--- config.mk ---
export PLATFORM = sky130hd
export DESIGN_NAME = html_entity_escaper_unit
export DESIGN_NICKNAME = d
export VERILOG_FILES = /design/src/hee_pkg.sv /design/src/hee_front.sv /design/src/hee_queue.sv /design/src/hee_back.sv /design/src/html_entity_escaper_unit.sv
export SDC_FILE = /design/constraint.sdc
export NUM_CORES = 1
export LEC_CHECK = 0
export ABC_AREA = 1
export CELL_PAD_IN_SITES_DETAIL_PLACEMENT = 1
export CELL_PAD_IN_SITES_GLOBAL_PLACEMENT = 1
export CORE_UTILIZATION = 52
export CTS_CLUSTER_DIAMETER = 100
export CTS_CLUSTER_SIZE = 14
export DETAILED_ROUTE_END_ITERATION = 8
export DONT_BUFFER_PORTS = 1
export GPL_TIMING_DRIVEN = 0
export PLACE_DENSITY_LB_ADDON = 0.1
export SYNTH_ARGS = -nofsm -noshare
export SYNTH_HDL_FRONTEND = slang
export SYNTH_SLANG_ARGS = --single-unit
--- constraint.sdc ---
create_clock -name clk -period 12.12 [get_ports clk]
set_input_delay 3.636 -clock clk [delete_from_list [all_inputs] [get_ports clk]]
set_output_delay 3.636 -clock clk [all_outputs]
set_load 0.05 [all_outputs]
--- src/hee_pkg.sv ---
// Shared types, constants and entity tables for the HTML entity escaper.
// No dependencies; every other file in src imports this package.
`timescale 1ns / 1ps
`default_nettype none

package hee_pkg;

  // Width of the written and required byte counters.
  localparam int COUNT_BITS = 16;
  localparam int CFG_W      = 16;
  localparam int REQ_W      = 16;
  localparam int SUM_W      = ((COUNT_BITS > CFG_W) ? COUNT_BITS : CFG_W) + 1;
  localparam int CFG_RESET  = 100;

  localparam int Q_DEPTH = 4;
  localparam int Q_AW    = $clog2(Q_DEPTH);

  localparam int IN_DATA_W  = 8;
  localparam int OUT_DATA_W = 32;

  localparam logic [COUNT_BITS-1:0] CNT_MAX = '1;
  localparam logic [REQ_W-1:0]      REQ_MAX = '1;

  typedef logic [2:0] ent_idx_t;
  typedef logic [2:0] ent_pos_t;

  localparam ent_idx_t ENT_QUOT = 3'd0;
  localparam ent_idx_t ENT_APOS = 3'd1;
  localparam ent_idx_t ENT_AMP  = 3'd2;
  localparam ent_idx_t ENT_LT   = 3'd3;
  localparam ent_idx_t ENT_GT   = 3'd4;
  localparam ent_idx_t ENT_NBSP = 3'd5;

  typedef enum logic [1:0] {
    CMD_CHAR   = 2'd0,
    CMD_ENT    = 2'd1,
    CMD_REPORT = 2'd2
  } cmd_kind_t;

  // One queued piece of work: a plain byte, an entity or the end report.
  typedef struct packed {
    cmd_kind_t        kind;
    logic [7:0]       data;   // byte, or entity index in the low bits
    logic [REQ_W-1:0] req;
    logic             trunc;
  } cmd_t;

  function automatic ent_pos_t ent_len(input ent_idx_t idx);
    ent_pos_t len;
    case (idx)
      ENT_AMP:         len = 3'd5;
      ENT_LT, ENT_GT:  len = 3'd4;
      default:         len = 3'd6;
    endcase
    return len;
  endfunction

  // Entity text, left-justified, first character in the top byte.
  function automatic logic [7:0] ent_byte(input ent_idx_t idx, input ent_pos_t pos);
    logic [47:0] txt;
    case (idx)
      ENT_QUOT: txt = "&quot;";
      ENT_APOS: txt = "&apos;";
      ENT_AMP:  txt = {"&amp;", 8'h00};
      ENT_LT:   txt = {"&lt;", 16'h0000};
      ENT_GT:   txt = {"&gt;", 16'h0000};
      default:  txt = "&nbsp;";
    endcase
    return txt[47 - 8 * pos -: 8];
  endfunction

endpackage

`default_nettype wire

--- src/hee_front.sv ---
// Front end: accepts input transactions, classifies bytes, keeps the counters
// and the stop flag, and pushes work into the queue. Depends on hee_pkg.
`timescale 1ns / 1ps
`default_nettype none

module hee_front (
  input  wire                             clk,
  input  wire                             rst_n,
  input  wire                             cfg_we,
  input  wire  [hee_pkg::CFG_W-1:0]       cfg_wdata,
  input  wire                             item_valid,
  input  wire  [7:0]                      item_byte,
  input  wire                             item_end,
  input  wire                             q_full,
  output logic                            item_ready,
  output logic                            q_push,
  output hee_pkg::cmd_t                   q_wdata
);
  import hee_pkg::*;

  logic [CFG_W-1:0]      buf_size_r;
  logic [COUNT_BITS-1:0] written_r, written_nxt;
  logic [COUNT_BITS-1:0] required_r, required_nxt;
  logic                  stopped_r, stopped_nxt;

  logic                  is_meta;
  ent_idx_t              idx;
  ent_pos_t              len;
  logic [CFG_W-1:0]      limit;
  logic [SUM_W-1:0]      wr_sum, req_sum, rep_sum;
  logic                  fits;
  logic                  accept;

  assign item_ready = !q_full;
  assign accept     = item_valid && item_ready;

  always_comb begin
    is_meta = 1'b1;
    unique case (item_byte)
      8'h22:   idx = ENT_QUOT;
      8'h27:   idx = ENT_APOS;
      8'h26:   idx = ENT_AMP;
      8'h3C:   idx = ENT_LT;
      8'h3E:   idx = ENT_GT;
      8'h20:   idx = ENT_NBSP;
      default: begin
        idx     = ENT_QUOT;
        is_meta = 1'b0;
      end
    endcase
    len = is_meta ? ent_len(idx) : 3'd1;
  end

  always_comb begin
    // One byte is kept back for the terminator; a zero size acts like one.
    limit   = (buf_size_r == '0) ? '0 : buf_size_r - 1'b1;
    wr_sum  = SUM_W'(written_r) + SUM_W'(len);
    req_sum = SUM_W'(required_r) + SUM_W'(len);
    rep_sum = SUM_W'(required_r) + SUM_W'(1);
    fits    = (wr_sum <= SUM_W'(limit)) && (wr_sum <= SUM_W'(CNT_MAX));
  end

  always_comb begin
    written_nxt  = written_r;
    required_nxt = required_r;
    stopped_nxt  = stopped_r;
    q_push       = 1'b0;
    q_wdata      = '{kind: CMD_CHAR, data: item_byte, req: '0, trunc: 1'b0};
    if (accept) begin
      if (item_end) begin
        q_push       = 1'b1;
        q_wdata.kind = CMD_REPORT;
        q_wdata.data = '0;
        q_wdata.req  = (rep_sum > SUM_W'(REQ_MAX)) ? REQ_MAX : rep_sum[REQ_W-1:0];
        q_wdata.trunc = stopped_r;
        written_nxt  = '0;
        required_nxt = '0;
        stopped_nxt  = 1'b0;
      end else begin
        required_nxt = (req_sum > SUM_W'(CNT_MAX)) ? CNT_MAX : req_sum[COUNT_BITS-1:0];
        if (!stopped_r) begin
          if (fits) begin
            q_push      = 1'b1;
            written_nxt = wr_sum[COUNT_BITS-1:0];
            if (is_meta) begin
              q_wdata.kind = CMD_ENT;
              q_wdata.data = 8'(idx);
            end
          end else begin
            stopped_nxt = 1'b1;
          end
        end
      end
    end
  end

  always_ff @(posedge clk) begin
    if (!rst_n) begin
      buf_size_r <= CFG_W'(CFG_RESET);
      written_r  <= '0;
      required_r <= '0;
      stopped_r  <= 1'b0;
    end else begin
      if (cfg_we) begin
        buf_size_r <= cfg_wdata;
      end
      written_r  <= written_nxt;
      required_r <= required_nxt;
      stopped_r  <= stopped_nxt;
    end
  end

endmodule

`default_nettype wire

--- src/hee_queue.sv ---
// Short show-ahead queue of work commands between front and back end.
// Depends on hee_pkg for the command type and depth.
`timescale 1ns / 1ps
`default_nettype none

module hee_queue (
  input  wire            clk,
  input  wire            rst_n,
  input  wire            push,
  input  hee_pkg::cmd_t  wdata,
  input  wire            pop,
  output logic           full,
  output logic           empty,
  output hee_pkg::cmd_t  rdata
);
  import hee_pkg::*;

  cmd_t            mem_r [Q_DEPTH];
  logic [Q_AW-1:0] wptr_r, rptr_r;
  logic [Q_AW:0]   cnt_r, cnt_nxt;
  logic            do_push, do_pop;

  assign full    = (cnt_r == (Q_AW + 1)'(Q_DEPTH));
  assign empty   = (cnt_r == '0);
  assign rdata   = mem_r[rptr_r];
  assign do_push = push && !full;
  assign do_pop  = pop && !empty;

  always_comb begin
    cnt_nxt = cnt_r;
    if (do_push && !do_pop) begin
      cnt_nxt = cnt_r + 1'b1;
    end else if (do_pop && !do_push) begin
      cnt_nxt = cnt_r - 1'b1;
    end
  end

  always_ff @(posedge clk) begin
    if (do_push) begin
      mem_r[wptr_r] <= wdata;
    end
  end

  always_ff @(posedge clk) begin
    if (!rst_n) begin
      wptr_r <= '0;
      rptr_r <= '0;
      cnt_r  <= '0;
    end else begin
      if (do_push) begin
        wptr_r <= wptr_r + 1'b1;
      end
      if (do_pop) begin
        rptr_r <= rptr_r + 1'b1;
      end
      cnt_r <= cnt_nxt;
    end
  end

endmodule

`default_nettype wire

--- src/hee_back.sv ---
// Back end: expands queued commands into output bytes, one per cycle unless
// out_ready stalls, and holds them in the output register. Depends on hee_pkg.
`timescale 1ns / 1ps
`default_nettype none

module hee_back (
  input  wire                          clk,
  input  wire                          rst_n,
  input  wire                          q_empty,
  input  hee_pkg::cmd_t                q_rdata,
  output logic                         q_pop,
  output logic                         out_valid,
  input  wire                          out_ready,
  output logic [7:0]                   out_byte,
  output logic                         out_last,
  output logic                         out_report,
  output logic [hee_pkg::REQ_W-1:0]    out_req,
  output logic                         out_trunc
);
  import hee_pkg::*;

  ent_pos_t         pos_r;
  logic             valid_r;
  logic [7:0]       byte_r;
  logic             last_r, report_r, trunc_r;
  logic [REQ_W-1:0] req_r;

  logic             load;
  logic [7:0]       byte_nxt;
  logic             last_nxt;
  ent_idx_t         idx;

  assign idx  = q_rdata.data[2:0];
  assign load = !q_empty && (!valid_r || out_ready);

  always_comb begin
    unique case (q_rdata.kind)
      CMD_ENT: begin
        byte_nxt = ent_byte(idx, pos_r);
        last_nxt = (pos_r == ent_len(idx) - 3'd1);
      end
      CMD_REPORT: begin
        byte_nxt = '0;
        last_nxt = 1'b1;
      end
      default: begin
        byte_nxt = q_rdata.data;
        last_nxt = 1'b1;
      end
    endcase
  end

  // The head command leaves the queue with its last byte.
  assign q_pop = load && last_nxt;

  always_ff @(posedge clk) begin
    if (load) begin
      byte_r   <= byte_nxt;
      last_r   <= last_nxt;
      report_r <= (q_rdata.kind == CMD_REPORT);
      req_r    <= (q_rdata.kind == CMD_REPORT) ? q_rdata.req : '0;
      trunc_r  <= (q_rdata.kind == CMD_REPORT) && q_rdata.trunc;
    end
  end

  always_ff @(posedge clk) begin
    if (!rst_n) begin
      valid_r <= 1'b0;
      pos_r   <= '0;
    end else begin
      if (load) begin
        valid_r <= 1'b1;
        pos_r   <= last_nxt ? '0 : pos_r + 3'd1;
      end else if (out_ready) begin
        valid_r <= 1'b0;
      end
    end
  end

  assign out_valid  = valid_r;
  assign out_byte   = byte_r;
  assign out_last   = last_r;
  assign out_report = report_r;
  assign out_req    = req_r;
  assign out_trunc  = trunc_r;

endmodule

`default_nettype wire

--- src/html_entity_escaper_unit.sv ---
// Top level of the HTML entity escaper: front end, command queue, back end.
// Depends on hee_pkg, hee_front, hee_queue and hee_back.
`timescale 1ns / 1ps
`default_nettype none

// Escapes a byte stream into HTML entities. Each input transaction carries one
// byte, or with in_tlast high asks for the end report (terminator zero, full
// escaped size plus one, truncation flag), after which the counts restart.
// The output channel moves one byte per cycle unless out_tready stalls it
// (an entity gives four to six); the back-end expander sets this rate.
// Input is taken every cycle while the four-entry command queue has room,
// so input and output stall independently. Output stops once a piece would
// not fit in buffer_size minus one, but counting continues. buffer_size resets
// to 100; the user writes it through the cfg channel while idle (unenforced).
module html_entity_escaper_unit (
  input  wire                              clk,
  input  wire                              rst_n,
  input  wire                              cfg_valid,
  output logic                             cfg_ready,
  input  wire  [hee_pkg::CFG_W-1:0]        cfg_data,       // buffer_size
  input  wire                              in_tvalid,
  output logic                             in_tready,
  input  wire  [hee_pkg::IN_DATA_W-1:0]    in_tdata,       // [7:0] in_byte
  input  wire                              in_tlast,       // end_of_text
  output logic                             out_tvalid,
  input  wire                              out_tready,
  // [7:0] out_byte, [23:8] required_size, [24] truncated, [31:25] zero
  output logic [hee_pkg::OUT_DATA_W-1:0]   out_tdata,
  output logic                             out_tlast,      // run_last
  output logic                             out_tuser       // is_report
);
  import hee_pkg::*;

  logic             q_push, q_pop, q_full, q_empty;
  cmd_t             q_wdata, q_rdata;
  logic [7:0]       o_byte;
  logic [REQ_W-1:0] o_req;
  logic             o_trunc;

  assign cfg_ready = 1'b1;

  hee_front u_front (
    .clk        (clk),
    .rst_n      (rst_n),
    .cfg_we     (cfg_valid),
    .cfg_wdata  (cfg_data),
    .item_valid (in_tvalid),
    .item_byte  (in_tdata[7:0]),
    .item_end   (in_tlast),
    .q_full     (q_full),
    .item_ready (in_tready),
    .q_push     (q_push),
    .q_wdata    (q_wdata)
  );

  hee_queue u_queue (
    .clk   (clk),
    .rst_n (rst_n),
    .push  (q_push),
    .wdata (q_wdata),
    .pop   (q_pop),
    .full  (q_full),
    .empty (q_empty),
    .rdata (q_rdata)
  );

  hee_back u_back (
    .clk        (clk),
    .rst_n      (rst_n),
    .q_empty    (q_empty),
    .q_rdata    (q_rdata),
    .q_pop      (q_pop),
    .out_valid  (out_tvalid),
    .out_ready  (out_tready),
    .out_byte   (o_byte),
    .out_last   (out_tlast),
    .out_report (out_tuser),
    .out_req    (o_req),
    .out_trunc  (o_trunc)
  );

  assign out_tdata = {7'd0, o_trunc, o_req, o_byte};

endmodule

`default_nettype wire
==> impl_metrics.ini, run 1 <==
[yosys]
ys_warn_count = 0
synth_top_cell_by_area = edfxtp_1
yosysTopAreaCellShare_pct = 38.8
synthCells = 1205
yosysUniqueCellTypes = 53
synth_edf_count = 135
synthesis.area_mm2 = 0.0105
synth-seq-cells = 197
synth_ff_type = edfxtp_1
yosysSeqAreaShare_pct = 50.6
synth.avg_cell_area_um2 = 8.68
synthArstFlopShare_pct = 0
synthTopCellsByArea = edfxtp_1 (39%), dfxtp_1 (12%), nand2_1 (8.3%), nor2_1 (5.6%), inv_1 (4.5%)

[setup_path]
worst-path-max-fanout = 27
path_class = in -> reg
crit_path_start_kind = input port
slowest_stage = nor2_4
cp_data_required_time_ns = 12.19
crit_top_cell = nand2_1
end_kind = register
slowest_delay_ns = 0.77
cp.arrival_ns = 8.38

[place]
place_inst = 1477
dp_slack_ns = 3.42
routabilityCongestion = 0.902
dp_hpwl_um = 20200
portBuffers = 0

[finish]
final_common_cell = nand2_1
drive_gt1_share_pct = 8.92
nets = 1297
final_cell_mix = nand2_1 (230), nor2_1 (151), edfxtp_1 (135)
n_antenna_cell = 0
area_growth_pct = 9.86
finalNonFillerCells = 1509
fin_util_pct = 58.6

[cts]
clk_latency_ns = 0.45
cts_tree = built
clkSinkCount = 197
cts_resized = 0
path_clk_slew_ns = 0.08
cts_htree_levels = 4
numCtsBuffers = 17
cts_buffer_depth = 2
cts_root_buf = clkbuf_16
cts_setup_buffers = 0
cts_hold_buf = 0

[routing]
viasPerCell = 5.63
drc_errors = 0
vias = 8500
firstDrtPassIters = 5
drtIter0Drc = 481
post_drt_wl_per_cell_um = 18.7
postRouteAntennaNets = 0
drt-total-wl_um = 28200

[grt]
grt_max_degree = 29
antenna_found_initial = 1
grt_pass1_vias = 8600
track_usage_pct = 28.3
grt_pass1_wl_um = 44300
overflow = 0

[timing]
min_period_over_period_pct = 68.6
slew_headroom_pct = 35.3
finalMaxSlewViolations = 0
rsz0062_at_grt = no
worstMarginPinSlew_ns = 0.968
hold_viol_final = 0
clock_skew_ns = 0.0185
layout_setup_ws_ns = 3.81
whs_ns = 0.498
finalSetupTns_ns = 0
period_needed_ns = 8.31
max_freq_mhz = 120
setup_violations = 0

[power_and_ir_drop]
p_leak_nw = 4.81
p_per_area_mw_per_mm2 = 203
irDropWorstVdd_uv = 116

[floorplanning]
die_w_um = 144
ioPinCount = 67
die_area_mm2 = 0.0207
core.rowCount = 51
core-area_mm2 = 0.0196
start_util_pct = 53.4
fp.dieH_um = 144

[outcome]
outcome = completed

[run]
cap_violations = 0

[min_path]
hp-class = reg -> reg
## layout make-up
class,instances,area (µm²)
fill,2308,8100
buffer,57,304
inverter,135,512
multi-input combinational,822,4410
tap,265,332
sequential,197,5300
clock buffer,17,425
clock inverter,15,186
timing repair buffer,1,20.0
## metrics by stage
step	cell area, µm²	total power, mW
after floorplan	10500	1.54
after global placement	10800	1.71
after detailed placement	10900	1.75
after CTS	11500	2.33
after global routing	11500	2.44
final	11500	2.33
## registers in the layout, indices dropped and copies added (netlist names), named ones only
signal and flops:
u_back.out_last 1, u_front.required_r 16, u_back.out_byte 8, u_queue.mem_r 108, u_front.buf_size_r 16, u_queue.wptr_r 2, u_queue.rptr_r 2, u_back.pos_r 3
u_back.out_valid 1, u_back.out_report 1, u_back.out_trunc 1, u_back.out_req 16, u_queue.cnt_r 3, u_front.stopped_r 1, u_front.written_r 16
## per-layer routing
metal	share of wire, %	track usage, %
met3	4.2	4.80
met2	53	51.4
met5	0	0
met1	42	34.0
met4	1.3	8.57
## Yosys cell counts, types with 3 or more instances
master and instances:
nor2_4 3, buf_4 12, nand2_4 3, nor2_1 155, inv_1 124, clkbuf_1 33, nand2_2 13, a21oi_1 66
buf_6 5, nand4_1 33, nor4_2 3, nor2_2 3, nand3_1 67, o21ai_1 4, nor3_1 18, a31oi_1 5
o22ai_1 3, edfxtp_1 135, xnor2_1 7, o21ai_0 81, o2111ai_1 4, dfxtp_1 62, nand3b_1 18, ha_1 35
inv_2 7, buf_2 6, nor4_1 3, nand2_1 230, nand3_2 4, xor2_1 30
## logic make-up after synthesis
family / Yosys count / share of synthesized area (%)
flops: 197 / 50.6
xor+xnor: 37 / 3.10
other cells: 2 / 0.0718
fa+ha+maj: 36 / 4.38
compound gates: 179 / 9.39
buf+inv: 192 / 7.80
simple gates: 562 / 24.6
## worst max-delay path, delay by kind of cell
family          cells  cell delay, ns
xor+xnor            1            0.26
fa+ha+maj           2            0.71
buf+inv             5            0.49
compound gates      2            0.30
simple gates       18            2.95
## report_power, final
group / switching (mW) / internal (mW)
Sequential: 0.205 / 0.874
Combinational: 0.477 / 0.192
Clock: 0.296 / 0.283
Total: 0.979 / 1.35
## final timing paths
path,to,cells past startpoint,slack [ns],start
worst max-delay path,u_queue.mem_r[3][2]$_DFFE_PP_,28,3.81,in_tdata[4]
worst min-delay path,u_front.written_r[15]$_SDFFE_PN0P_,2,0.50,u_front.written_r[15]$_SDFFE_PN0P_
worst max register to register,u_queue.mem_r[3][2]$_DFFE_PP_,26,7.44,u_front.buf_size_r[0]$_SDFFE_PN0P_
worst min register to register,u_front.written_r[15]$_SDFFE_PN0P_,2,0.50,u_front.written_r[15]$_SDFFE_PN0P_
Power figures use the tool's default switching activity.
==> run 2, diff against run 1 <==
ABC_AREA = 0   (was 1)
CORE_UTILIZATION = 47   (was 52)
clock period = 7.3 ns   (was 12.12 ns; I/O delays follow)
==> impl_metrics.ini, run 2 <==
[routing]
postRouteAntennaNets = 0
firstDrtPassIters = 4
vias = 6752
drtIter0Drc = 357
drt-total-wl_um = 24400
drc_errors = 0
post_drt_wl_per_cell_um = 21.2
viasPerCell = 5.85

[timing]
slew_headroom_pct = 37.6
finalSetupTns_ns = 0
whs_ns = 0.493
max_freq_mhz = 142
period_needed_ns = 7.06
setup_violations = 0
finalMaxSlewViolations = 0
hold_viol_final = 0
worstMarginPinSlew_ns = 0.934
clock_skew_ns = 0.0165
min_period_over_period_pct = 96.6

[yosys]
synthTopCellsByCount = edfxtp_1 (135), nand2_1 (72), dfxtp_1 (62)
yosysUniqueCellTypes = 71
synth-seq-cells = 197
ys_warn_count = 0
synth_ff_type = edfxtp_1
synthTopCellsByArea = edfxtp_1 (41%), dfxtp_1 (13%), mux4_2 (6.2%), ha_1 (4.4%), mux2i_1 (2.7%)
yosysTopAreaCellShare_pct = 41.0
synthesis.area_mm2 = 0.00988
synth.avg_cell_area_um2 = 11.7
yosysMostFrequentCell = edfxtp_1
synthCells = 843
synthArstFlopShare_pct = 0
synth_edf_count = 135
synth_top_cell_by_area = edfxtp_1
yosysSeqAreaShare_pct = 53.6

[power_and_ir_drop]
irDropWorstVdd_uv = 175
p_leak_nw = 3.97
total_power_mw = 3.65
p_per_area_mw_per_mm2 = 332

[grt]
antenna_found_initial = 1
grt_max_degree = 28
overflow = 0
grt_pass1_vias = 7254
track_usage_pct = 23.8
grt_pass1_wl_um = 39500

[setup_path]
slowest_delay_ns = 0.60
cp_data_required_time_ns = 7.65
cp.arrival_ns = 7.40
path_class = in -> reg
crit_path_start_kind = input port
end_kind = register
worst-path-max-fanout = 10
slowest_stage = or4_1
cp_cell_sequence = or3_1 > a21oi_2 > o21ai_1 > inv_1 > ha_2 > nor2_1 > a21oi_2 > buf_4 > nand3_1 > nor2_1 > xor2_1 > ha_1 > nand4_1 > or4_1 > a211oi_2 > o21ai_4 > o21a_2 > inv_2 > ha_1 > inv_1 > fa_1 > xor2_1 > or3_1 > a21boi_0
rrSetupSlack_ns = 1.93

[floorplanning]
ioPinCount = 67
die_w_um = 147
core.rowCount = 52
fp.dieH_um = 147
start_util_pct = 48.3
die_area_mm2 = 0.0216
core-area_mm2 = 0.0204

[run]
cap_violations = 0

[finish]
multi_input_area_mm2 = 0.00436
nets = 936
largest_reg_flops = 108
largest_register = u_queue.mem_r
final_cell_mix = edfxtp_1 (135), nand2_1 (72), dfxtp_1 (62)
drive_gt1_share_pct = 12.6
area_growth_pct = 11.3
final_common_cell = edfxtp_1
fillers = 2124
regArea_mm2 = 0.00530
fin_util_pct = 53.8

[cts]
numCtsBuffers = 17
cts_htree_levels = 4
cts_tree = built
clk_latency_ns = 0.44
cts_buffer_depth = 2
clkSinkCount = 197
cts_root_buf = clkbuf_16
path_clk_slew_ns = 0.08

[min_path]
hp-class = reg -> reg

[place]
dp_hpwl_um = 17600
portBuffers = 0
routabilityCongestion = 0.879

[outcome]
outcome = completed
[run 2: final timing paths]
kind	from	end	depth (start not counted)
worst min-delay path	u_queue.rptr_r[1]$_SDFFE_PN0P_	u_queue.rptr_r[1]$_SDFFE_PN0P_	2
worst max register to register	u_front.buf_size_r[0]$_SDFFE_PN0P_	u_queue.cnt_r[2]$_SDFFE_PN0P_	21
worst min register to register	u_queue.rptr_r[1]$_SDFFE_PN0P_	u_queue.rptr_r[1]$_SDFFE_PN0P_	2
worst max-delay path	in_tdata[3]	u_queue.cnt_r[2]$_SDFFE_PN0P_	24
[run 2: where the power goes]
group	switching [mW]	internal [mW]
clock network	0.502	0.479
logic	0.538	0.362
registers	0.338	1.43
total	1.38	2.27
[run 2: final cells by class]
type                            instances  area share (%)
Clock inverter                         15            1.92
Sequential cell                       197            48.2
Tap cell                              270            3.07
Multi-Input combinational cell        586            39.7
Clock buffer                           17            3.87
Timing Repair Buffer                    2           0.319
Buffer                                 49            2.31
Antenna cell                            1          0.0228
Inverter                               17           0.581
[run 2: stage by stage]
stage                     area [µm²]  cells  worst slack (ns)
final                          11000   1154             0.245
after global routing           11000   1153          -0.00638
after CTS                      10900   1153            0.0146
after detailed placement       10300   1120            -0.806
after global placement         10200   1119            -0.870
after floorplan                 9900    849             0.301
[run 2: routing by layer]
metal / part of all wire [%] / GRT usage (%)
met1: 44 / 30.7
met2: 50 / 40.6
met3: 3.8 / 4.63
met4: 1.6 / 7.16
met5: 0 / 0
[run 2: kinds of logic (layout without fill, tap and decap cells)]
group           after synthesis  after routing  synth area share (%)
flops                       197            197                  53.6
fa+ha+maj                    37             37                  4.74
mux                          54             54                  8.89
compound gates              157            157                  10.2
simple gates                289            289                  15.6
other cells                   2              9                0.0760
xor+xnor                     41             41                  3.64
buf+inv                      66            100                  3.18
[run 2: worst max-delay path: cells and delay by family]
family,cells,cell delay (ns)
xor gates and xnor gates,2,0.34
and+or+nand+nor,7,1.81
adders and majority gates,4,1.21
AOI/OAI and AO/OA,7,1.32
buffers and inverters,4,0.50
[run 2: repair_timing]
action                                  4_1_cts  5_1_grt
hold endpoints to repair                      0        0
gates resized for setup                       5       13
pin swaps                                     0        1
setup buffers                                 1        0
hold buffers                                  0        0
endpoints found under the setup margin      110      110
==> run 3, diff against run 2 <==
CORE_ASPECT_RATIO = 1.5   (was unset)
==> impl_metrics.ini, run 3 (synthesized netlist as in run 2, its figures left out) <==
[setup_path]
r2r_start = u_front.buf_size_r[0]$_SDFFE_PN0P_
cp.arrival_ns = 7.45
reg2reg_depth = 21
rrSetupSlack_ns = 1.92
path_class = in -> reg
end_kind = register
r2r_end = u_queue.cnt_r[2]$_SDFFE_PN0P_
crit_path_start_kind = input port
cp_data_required_time_ns = 7.67
worst-path-max-fanout = 10

[min_path]
hp-class = reg -> reg
hold_depth = 2
min-delay-start = u_queue.wptr_r[1]$_SDFFE_PN0P_
min_to = u_queue.wptr_r[1]$_SDFFE_PN0P_

[floorplanning]
die_w_um = 120
ioPinCount = 67
start_util_pct = 48.2
die_area_mm2 = 0.0216
core-area_mm2 = 0.0205
core.rowCount = 64
fp.dieH_um = 180

[grt]
antenna_found_initial = 0
grt_max_degree = 33
overflow = 0
grt_pass1_wl_um = 37800
track_usage_pct = 22.7
grt_pass1_vias = 7330

[outcome]
outcome = completed

[timing]
worstMarginPinSlew_ns = 0.982
whs_ns = 0.503
setup_violations = 0
max_freq_mhz = 141
period_needed_ns = 7.08
clock_skew_ns = 0.0118
min_period_over_period_pct = 96.9
slew_headroom_pct = 34.2
finalMaxSlewViolations = 0
hold_viol_final = 0
layout_setup_ws_ns = 0.223

[finish]
n_antenna_cell = 0
largest_reg_flops = 108
finalNonFillerCells = 1148
final_common_cell = edfxtp_1
fillers = 2199
area_growth_pct = 10.9
final_cell_mix = edfxtp_1 (135), nand2_1 (72), dfxtp_1 (62)
largest_register = u_queue.mem_r
fin_util_pct = 53.4
nets = 937
drive_gt1_share_pct = 12.2

[routing]
drtIter0Drc = 417
vias = 6720
drc_errors = 0
drt-total-wl_um = 23700
firstDrtPassIters = 5
post_drt_wl_per_cell_um = 20.7
postRouteAntennaNets = 0
viasPerCell = 5.85

[cts]
path_clk_slew_ns = 0.07
cts_root_buf = clkbuf_16
clkSinkCount = 197
cts_tree = built
numCtsBuffers = 17
cts_htree_levels = 4
cts_buffer_depth = 2
clk_latency_ns = 0.44

[place]
dp_hpwl_um = 17700
portBuffers = 0
dp_slack_ns = -1.02
routabilityCongestion = 0.822
place_inst = 1114

[power_and_ir_drop]
p_per_area_mw_per_mm2 = 330
p_leak_nw = 3.97
irDropWorstVdd_uv = 176
total_power_mw = 3.62

[run]
cap_violations = 0
==> run 3: cell types whose count changed in the layout (fill, tap and decap cells not counted), moves of 2 or more <==
cell       before  now
clkinv_1        0    2
bufinv_16       0    3
clkinv_4        1    3
inv_6           2    4
inv_12          4    0
a21oi_1        41   43
clkinv_8        6    0
a21oi_2         3    1
==> run 3: metal layers <==
metal,share of wire [%],track usage (%),vias up
li1,-,-,3178
met2,56,42.9,160
met1,37,23.7,3330
met5,0,0,-
met4,3.7,11.5,0
met3,2.5,3.78,52
==> run 3: how the worst max path moves through the flow <==
| stage | startpoint | end | slack (ns) | cells after the start |
|---|---|---|---|---|
| 6_report | in_tdata[3] | u_queue.cnt_r[2]$_SDFFE_PN0P_ | 0.22 | 24 |
| 5_1_grt | in_tdata[3] | u_queue.cnt_r[2]$_SDFFE_PN0P_ | -0.05 | 24 |
| 4_1_cts | in_tdata[3] | u_queue.cnt_r[2]$_SDFFE_PN0P_ | 0.02 | 24 |
| 3_5_place_dp | in_tdata[7] | u_queue.mem_r[2][12]$_DFFE_PP_ | -1.02 | 18 |
| 3_3_place_gp | in_tdata[7] | u_queue.mem_r[0][12]$_DFFE_PP_ | -0.92 | 18 |
| 2_1_floorplan | in_tdata[3] | u_queue.cnt_r[2]$_SDFFE_PN0P_ | 0.30 | 24 |
==> run 3: cell type report <==
class / count / area, µm² / area share (%)
well taps: 264 / 330 / 3.02
clock inverters: 14 / 175 / 1.60
repair buffers: 3 / 35.0 / 0.320
multi-input cells: 586 / 4370 / 39.9
inverters: 17 / 63.8 / 0.583
plain buffers: 49 / 254 / 2.32
clock buffers: 18 / 429 / 3.92
flip-flops and latches: 197 / 5300 / 48.3
==> run 3: critical path, cell delays in order <==
cell	delay, ns
or3_1	0.37
a21oi_1	0.19
o21ai_0	0.18
inv_1	0.16
ha_2	0.28
nor2_1	0.09
a21oi_1	0.17
buf_4	0.21
nand3_2	0.14
nor2_2	0.17
xor2_2	0.11
ha_1	0.30
nand4_1	0.11
or4_1	0.60
a211oi_4	0.30
o21ai_4	0.16
o21a_4	0.28
inv_2	0.11
ha_1	0.20
inv_1	0.06
fa_1	0.38
xor2_1	0.19
or3_1	0.33
a21boi_1	0.15
==> run 3: through the flow <==
step	setup TNS, ns	instance area [µm²]
finish	0	11000
global route	-0.0468	11000
CTS	0	10900
detailed placement	-75.35	10300
global placement	-98.96	10200
floorplan	0	9900
==> run 3: repair_timing <==
item / 4_1_cts / 5_1_grt
pin swaps: 0 / 1
setup endpoints to repair: 110 / 1
hold buffers: 0 / 0
gates resized for setup: 6 / 13
setup buffers: 0 / 2
hold endpoints to repair: 0 / 0
==> run 3: power by group <==
group          internal (mW)  leakage, nW  total, mW  switching, mW
Combinational          0.359         1.85      0.883          0.524
Clock                  0.545        0.297      0.965          0.420
Sequential              1.43         1.82       1.77          0.336
